<file path="src/sv/png_chunk_crc_validator_core_defines.svh">
// assertion macros for the png chunk crc validator
`ifndef PNG_CHUNK_CRC_VALIDATOR_CORE_DEFINES_SVH
`define PNG_CHUNK_CRC_VALIDATOR_CORE_DEFINES_SVH

// same-cycle implication, checked out of reset
`define PCV_ASSERT_SAME(label, ante, cons, msg) \
    label: assert property (@(posedge aclk) disable iff (!aresetn) (ante) |-> (cons)) \
        else $error(msg);

// next-cycle implication, checked out of reset
`define PCV_ASSERT_NEXT(label, ante, cons, msg) \
    label: assert property (@(posedge aclk) disable iff (!aresetn) (ante) |=> (cons)) \
        else $error(msg);

`endif

</file>
<file path="src/sv/pcv_pkg.sv">
// constants, verdict codes and crc-32 byte update for the png chunk crc validator
package pcv_pkg;

    typedef logic [2:0] reason_t;

    localparam reason_t REASON_OK       = 3'd0;
    localparam reason_t REASON_BAD_SIG  = 3'd1;
    localparam reason_t REASON_CRC_FAIL = 3'd2;
    localparam reason_t REASON_NO_IEND  = 3'd3;
    localparam reason_t REASON_NO_IHDR  = 3'd4;

    localparam logic [31:0] CRC_POLY = 32'hEDB8_8320;
    localparam logic [31:0] CRC_INIT = 32'hFFFF_FFFF;

    function automatic logic [7:0] sig_byte(input logic [2:0] idx);
        logic [7:0] b;
        case (idx)
            3'd0:    b = 8'h89;
            3'd1:    b = 8'h50;
            3'd2:    b = 8'h4E;
            3'd3:    b = 8'h47;
            3'd4:    b = 8'h0D;
            3'd5:    b = 8'h0A;
            3'd6:    b = 8'h1A;
            default: b = 8'h0A;
        endcase
        return b;
    endfunction

    // IHDR
    function automatic logic [7:0] hdr_name_byte(input logic [1:0] idx);
        logic [7:0] b;
        case (idx)
            2'd0:    b = 8'h49;
            2'd1:    b = 8'h48;
            2'd2:    b = 8'h44;
            default: b = 8'h52;
        endcase
        return b;
    endfunction

    // IEND
    function automatic logic [7:0] end_name_byte(input logic [1:0] idx);
        logic [7:0] b;
        case (idx)
            2'd0:    b = 8'h49;
            2'd1:    b = 8'h45;
            2'd2:    b = 8'h4E;
            default: b = 8'h44;
        endcase
        return b;
    endfunction

    function automatic logic [31:0] crc32_byte(input logic [31:0] crc_in,
                                               input logic [7:0]  b);
        logic [31:0] c;
        c = crc_in ^ {24'd0, b};
        for (int i = 0; i < 8; i++) begin
            if (c[0]) begin
                c = (c >> 1) ^ CRC_POLY;
            end else begin
                c = c >> 1;
            end
        end
        return c;
    endfunction

endpackage

</file>
<file path="src/sv/png_chunk_crc_validator_core.sv">
// png signature and chunk crc-32 checker with one verdict per file
//
//  channel | dir | tdata (low bit up)                      | tlast
//  s_      | in  | data_byte[7:0]                          | last_byte
//  m_      | out | is_png[0], reason[3:1], zero pad [7:4]  | -
//
// one byte is taken every cycle while the input is not held off; the crc-32 byte
// update and the parser step sit between the state registers and the output register
// a verdict appears in the cycle after the transaction that carries tlast
// the input is held off only while an undelivered verdict waits on m_tready
// aresetn is synchronous, active low, and returns the parser to the signature check
`include "png_chunk_crc_validator_core_defines.svh"

module png_chunk_crc_validator_core
    import pcv_pkg::*;
(
    input  logic       aclk,
    input  logic       aresetn,
    input  logic       s_tvalid,
    output logic       s_tready,
    input  logic [7:0] s_tdata,   // data_byte[7:0]
    input  logic       s_tlast,
    output logic       m_tvalid,
    input  logic       m_tready,
    output logic [7:0] m_tdata    // is_png[0], reason[3:1], zero [7:4]
);

    typedef enum logic [2:0] {
        PH_SIG,
        PH_LEN,
        PH_TYPE,
        PH_DATA,
        PH_CRC,
        PH_DONE,
        PH_FAIL
    } phase_t;

    phase_t      phase_reg,      phase_next;
    logic [2:0]  field_cnt_reg,  field_cnt_next;
    logic [31:0] chunk_len_reg,  chunk_len_next;
    logic [31:0] run_crc_reg,    run_crc_next;
    logic [31:0] stored_crc_reg, stored_crc_next;
    logic        is_hdr_reg,     is_hdr_next;
    logic        is_end_reg,     is_end_next;
    logic        seen_hdr_reg,   seen_hdr_next;
    reason_t     verdict_reg,    verdict_next;
    logic        m_tvalid_reg,   m_tvalid_next;
    logic [7:0]  m_tdata_reg,    m_tdata_next;

    logic        s_accept;
    logic [1:0]  k2;
    logic [31:0] len_dec;
    logic [31:0] stored_crc_shift;
    reason_t     code;

    assign s_tready = !m_tvalid_reg || m_tready;
    assign s_accept = s_tvalid && s_tready;
    assign m_tvalid = m_tvalid_reg;
    assign m_tdata  = m_tdata_reg;

    assign k2               = field_cnt_reg[1:0];
    assign len_dec          = chunk_len_reg - 32'd1;
    assign stored_crc_shift = {stored_crc_reg[23:0], s_tdata};

    always_comb begin
        phase_next      = phase_reg;
        field_cnt_next  = field_cnt_reg;
        chunk_len_next  = chunk_len_reg;
        run_crc_next    = run_crc_reg;
        stored_crc_next = stored_crc_reg;
        is_hdr_next     = is_hdr_reg;
        is_end_next     = is_end_reg;
        seen_hdr_next   = seen_hdr_reg;
        verdict_next    = verdict_reg;
        code            = verdict_reg;
        m_tvalid_next   = m_tvalid_reg && !m_tready;
        m_tdata_next    = m_tdata_reg;

        if (s_accept) begin
            case (phase_reg)
                PH_SIG: begin
                    if (s_tdata != sig_byte(field_cnt_reg)) begin
                        phase_next   = PH_FAIL;
                        verdict_next = REASON_BAD_SIG;
                    end else if (field_cnt_reg == 3'd7) begin
                        phase_next     = PH_LEN;
                        field_cnt_next = 3'd0;
                    end else begin
                        field_cnt_next = field_cnt_reg + 3'd1;
                    end
                end
                PH_LEN: begin
                    chunk_len_next = {chunk_len_reg[23:0], s_tdata};
                    if (k2 == 2'd3) begin
                        phase_next     = PH_TYPE;
                        field_cnt_next = 3'd0;
                        run_crc_next   = CRC_INIT;
                    end else begin
                        field_cnt_next = field_cnt_reg + 3'd1;
                    end
                end
                PH_TYPE: begin
                    run_crc_next = crc32_byte(run_crc_reg, s_tdata);
                    if (k2 == 2'd0) begin
                        is_hdr_next = (s_tdata == hdr_name_byte(k2));
                        is_end_next = (s_tdata == end_name_byte(k2));
                    end else begin
                        is_hdr_next = is_hdr_reg && (s_tdata == hdr_name_byte(k2));
                        is_end_next = is_end_reg && (s_tdata == end_name_byte(k2));
                    end
                    if (k2 == 2'd3) begin
                        field_cnt_next = 3'd0;
                        phase_next     = (chunk_len_reg == 32'd0) ? PH_CRC : PH_DATA;
                    end else begin
                        field_cnt_next = field_cnt_reg + 3'd1;
                    end
                end
                PH_DATA: begin
                    run_crc_next   = crc32_byte(run_crc_reg, s_tdata);
                    chunk_len_next = len_dec;
                    if (len_dec == 32'd0) begin
                        phase_next     = PH_CRC;
                        field_cnt_next = 3'd0;
                    end
                end
                PH_CRC: begin
                    stored_crc_next = stored_crc_shift;
                    if (k2 == 2'd3) begin
                        field_cnt_next = 3'd0;
                        if ((run_crc_reg ^ CRC_INIT) != stored_crc_shift) begin
                            phase_next   = PH_FAIL;
                            verdict_next = REASON_CRC_FAIL;
                        end else begin
                            if (is_hdr_reg) begin
                                seen_hdr_next = 1'b1;
                            end
                            if (is_end_reg) begin
                                phase_next   = PH_DONE;
                                verdict_next = (seen_hdr_reg || is_hdr_reg) ?
                                               REASON_OK : REASON_NO_IHDR;
                            end else begin
                                phase_next      = PH_LEN;
                                chunk_len_next  = 32'd0;
                                stored_crc_next = 32'd0;
                            end
                        end
                    end else begin
                        field_cnt_next = field_cnt_reg + 3'd1;
                    end
                end
                default: begin
                end
            endcase

            case (phase_next)
                PH_SIG:  code = REASON_BAD_SIG;
                PH_LEN,
                PH_TYPE,
                PH_DATA,
                PH_CRC:  code = REASON_NO_IEND;
                default: code = verdict_next;
            endcase

            if (s_tlast) begin
                m_tvalid_next   = 1'b1;
                m_tdata_next    = {4'd0, code, (code == REASON_OK)};
                phase_next      = PH_SIG;
                field_cnt_next  = 3'd0;
                chunk_len_next  = 32'd0;
                run_crc_next    = CRC_INIT;
                stored_crc_next = 32'd0;
                is_hdr_next     = 1'b0;
                is_end_next     = 1'b0;
                seen_hdr_next   = 1'b0;
                verdict_next    = REASON_NO_IEND;
            end
        end
    end

    always_ff @(posedge aclk) begin
        if (!aresetn) begin
            phase_reg      <= PH_SIG;
            field_cnt_reg  <= 3'd0;
            chunk_len_reg  <= 32'd0;
            run_crc_reg    <= CRC_INIT;
            stored_crc_reg <= 32'd0;
            is_hdr_reg     <= 1'b0;
            is_end_reg     <= 1'b0;
            seen_hdr_reg   <= 1'b0;
            verdict_reg    <= REASON_NO_IEND;
            m_tvalid_reg   <= 1'b0;
        end else begin
            phase_reg      <= phase_next;
            field_cnt_reg  <= field_cnt_next;
            chunk_len_reg  <= chunk_len_next;
            run_crc_reg    <= run_crc_next;
            stored_crc_reg <= stored_crc_next;
            is_hdr_reg     <= is_hdr_next;
            is_end_reg     <= is_end_next;
            seen_hdr_reg   <= seen_hdr_next;
            verdict_reg    <= verdict_next;
            m_tvalid_reg   <= m_tvalid_next;
        end
        m_tdata_reg <= m_tdata_next;
    end

    // verdict bit agrees with the reason code
    `PCV_ASSERT_SAME(a_is_png_match, m_tvalid, m_tdata[0] == (m_tdata[3:1] == REASON_OK), "is_png disagrees with reason")
    // reason code stays in its range
    `PCV_ASSERT_SAME(a_reason_range, m_tvalid, m_tdata[3:1] <= REASON_NO_IHDR, "reason code out of range")
    // a final byte always yields a verdict and restarts the parser
    `PCV_ASSERT_NEXT(a_last_restart, s_accept && s_tlast, m_tvalid_reg && phase_reg == PH_SIG && run_crc_reg == CRC_INIT, "no restart after final byte")
    // a non-final byte never creates a verdict by itself
    `PCV_ASSERT_NEXT(a_no_spurious, !m_tvalid_reg && !(s_accept && s_tlast), !m_tvalid_reg, "verdict without final byte")

endmodule

</file>
<file path="config.mk">
export PLATFORM = sky130hd
export DESIGN_NAME = png_chunk_crc_validator_core
export DESIGN_NICKNAME = d
export VERILOG_FILES = /design/src/sv/pcv_pkg.sv /design/src/sv/png_chunk_crc_validator_core.sv
export VERILOG_INCLUDE_DIRS = /design/src /design/src/sv
export SDC_FILE = /design/constraint.sdc
export NUM_CORES = 1
export LEC_CHECK = 0
export ABC_AREA = 1
export BUFFER_PORTS_ARGS = -buffer_cell sky130_fd_sc_hd__buf_2
export CORE_MARGIN = 4
export CORE_UTILIZATION = 30
export DETAILED_ROUTE_END_ITERATION = 12
export SLEW_MARGIN = 20
export SYNTH_ARGS = -nofsm -noshare
export SYNTH_HDL_FRONTEND = slang
export SYNTH_SLANG_ARGS = --single-unit
export TNS_END_PERCENT = 100
</file>
<file path="constraint.sdc">
create_clock -name aclk -period 3.36 [get_ports aclk]
set_input_delay 0.336 -clock aclk [delete_from_list [all_inputs] [get_ports aclk]]
set_output_delay 0.336 -clock aclk [all_outputs]
set_load 0.02 [all_outputs]
</file>
==> flow_metrics.tcl <==
set metrics [dict create \
    vias 7488 \
    synth_area_um2 7490 \
    synth_cell_types 43 \
    n_antenna_cell 0 \
    synth-edff-count 4 \
    required_ns 3.48 \
    p_leak_nw 3.48 \
    maxCapViolations 0 \
    cts-root-buf "clkbuf_16" \
    min_period_ns 2.88 \
    layout-drive-gt1-share_pct 8.03 \
    hold_path_class "in2reg" \
    min-delay-start "s_tdata[4]" \
    period_share_pct 85.9 \
    initial_utilization_pct 30.6 \
    hold_violations 0 \
    cts_made_buffers 9 \
    grt_pass1_vias 7102 \
    syn_area_per_cell_um2 6.43 \
    cts_resized 0 \
    r2r_slack_ns 0.48 \
    setup_tns_ns 0 \
    grt.met1_usage_pct 25.4 \
    finalNetCount 1192 \
    reg2reg_from "chunk_len_reg[2]" \
    critPathArrivalTime_ns 3.00 \
    relSlewSlack_pct 35.4 \
    overflow 0 \
    port_buffers 18 \
    antenna_found_initial 0 \
    powerDensity_nw_per_um2 466 \
    first_pass_iters 5 \
    synth_area_leaders "dfxtp_1, nand2_1, nor2_1" \
    grt_pass1_wl_um 38500 \
    die_w_um 166 \
    fmaxAchievable_mhz 347 \
    post_cts_buffers 0 \
    synth_top_cell_area_share_pct 27.0 \
    yosysSeqAreaShare_pct 28.6 \
    hold_slack_ns 0.266 \
    dieArea_um2 27500 \
    slew_viol_final 0 \
    yosys.area.top_type "dfxtp_1" \
    regToRegEndpoint "m_tdata[2]" \
    avgViaCountPerCell 5.01 \
    die_h_um 166 \
    synthTopCellsByCount "nand2_1, nor2_1, inv_1, dfxtp_1, o21ai_0" \
    cts_sinks 105 \
    rsz0062_at_grt "no" \
    track_usage_pct 16.9 \
    grt_max_degree 50 \
    dp_hpwl_um 17400 \
    synth_cells 1164 \
    coreArea_um2 24500 \
    area_growth_pct 10.6 \
    skew_ns 0.0161 \
    pin_count 23 \
    hold_depth 3 \
    tightestPinTransition_ns 0.968 \
    cts_tree "done" \
    outcome "complete, no violations" \
    rr_worst_depth 14 \
    met3_usage_pct 2.02 \
    path_class "reg2reg" \
    met2_usage_pct 25.5 \
    synth-seq-cells 105 \
    max-vdd-ir-drop_uv 253 \
    cp-end-kind "flop" \
    clk_latency_ns 0.37 \
    start_kind "flop" \
    row_count 57 \
    clock_path_buffers 2 \
    hold_end "stored_crc_reg[4]" \
    ys.warnings.count 0 \
    synth_ff_type "dfxtp_1" \
    wl_per_cell_um 15.8 \
    synthArstFlopShare_pct 0 \
    top_usage_layer "met2" \
    cp_max_fo 6 \
    postCtsHoldBufs 0 \
    ant_nets 0 \
    setup_viol_count_final 0 \
    routed_wl_um 23600 \
    place_congestion 0.957 \
    yosysMostFrequentCell "nand2_1" \
    clkTransAtPathRegs_ns 0.08 \
    htree_num_levels 3 \
    post-route-drc-count 0 \
    drt_iter0_markers 657 \
]
==> per-stage QoR <==
step	util, %	setup WS (ns)	area [um^2]	total power, mW	cells
4_1_cts	33.8	0.557	8280	3.87	1495
3_3_place_gp	32.5	0.497	7940	2.64	1479
5_1_grt	33.8	0.249	8280	4.09	1495
6_report	33.8	0.475	8280	3.86	1495
3_5_place_dp	32.5	0.384	7940	2.64	1479
2_1_floorplan	-	0.833	7500	2.33	1167
==> worst max-delay path, stage by stage (launching register included) <==
cell and delay (ns):
dfxtp_1 0.36, nor2_1 0.10, nand2_1 0.15, nor2_2 0.35, nand2_1 0.22, o21ai_0 0.19, nand2_1 0.13, nor2_1 0.18
nand2_1 0.08, nor2_1 0.11, nand3_1 0.13, o21ai_1 0.39, nand3_1 0.12, nand2_1 0.09, inv_1 0.04
==> how the worst max path moves through the flow <==
| stage | cells past startpoint | startpoint | end |
|---|---|---|---|
| floorplan | 18 | s_tdata[3] | m_tdata[2] |
| global placement | 17 | s_tdata[4] | chunk_len_reg[23] |
| detailed placement | 17 | s_tdata[4] | chunk_len_reg[23] |
| CTS | 14 | chunk_len_reg[2] | m_tdata[2] |
| global route | 14 | chunk_len_reg[2] | m_tdata[2] |
| finish | 14 | chunk_len_reg[2] | m_tdata[2] |
==> layout make-up <==
cell class | count | area [um^2]
Clock buffer | 9 | 225
Inverter | 109 | 409
Multi-Input combinational cell | 899 | 4700
Tap cell | 324 | 405
Timing Repair Buffer | 42 | 283
Clock inverter | 7 | 110
Sequential cell | 105 | 2140
Fill cell | 2708 | 16200
==> report_power, final <==
part,internal [mW],switching [mW]
Sequential,1.32,0.0850
Clock,0.672,0.558
Combinational,0.441,0.781
==> cell families (layout without fill, tap and decap cells) <==
kind of cell,count (synthesis),after routing,synth area share (%)
buffers and inverters,163,167,8.76
adders and majority gates,13,13,2.17
and+or+nand+nor,545,545,29.9
DFF,105,105,28.6
AOI/OAI and AO/OA,243,243,17.9
xor gates and xnor gates,94,94,12.7
other,1,4,0.0501
==> placed cells by master (no fill, tap or decap), drive strengths merged <==
| cell | count |
|---|---|
| clkbuf | 9 |
| ha | 13 |
| o211ai | 13 |
| o21ai | 112 |
| xnor2 | 32 |
| or2 | 14 |
| nor3 | 9 |
| edfxtp | 4 |
| xor2 | 62 |
| a211o | 1 |
| dfxtp | 101 |
| nor4 | 1 |
| clkinv | 1 |
| a22oi | 16 |
| nor2 | 153 |
| a31oi | 1 |
| a21oi | 87 |
| nand3 | 46 |
| o22ai | 3 |
| a2111oi | 1 |
| conb | 4 |
| nand3b | 1 |
| nand4 | 24 |
| clkinvlp | 1 |
| o31ai | 2 |
| inv | 112 |
| nand2 | 295 |
| bufinv | 2 |
| buf | 42 |
| a211oi | 7 |
| and2 | 2 |
==> metal layers <==
metal	share of wire, %	up-vias	routed length [um]
li1	-	3775	-
met1	50	3444	11900
met2	42	239	9940
met3	5.9	30	1400
met4	1.8	0	422
met5	0	-	0
No activity file was read; power rests on OpenSTA's default activity.
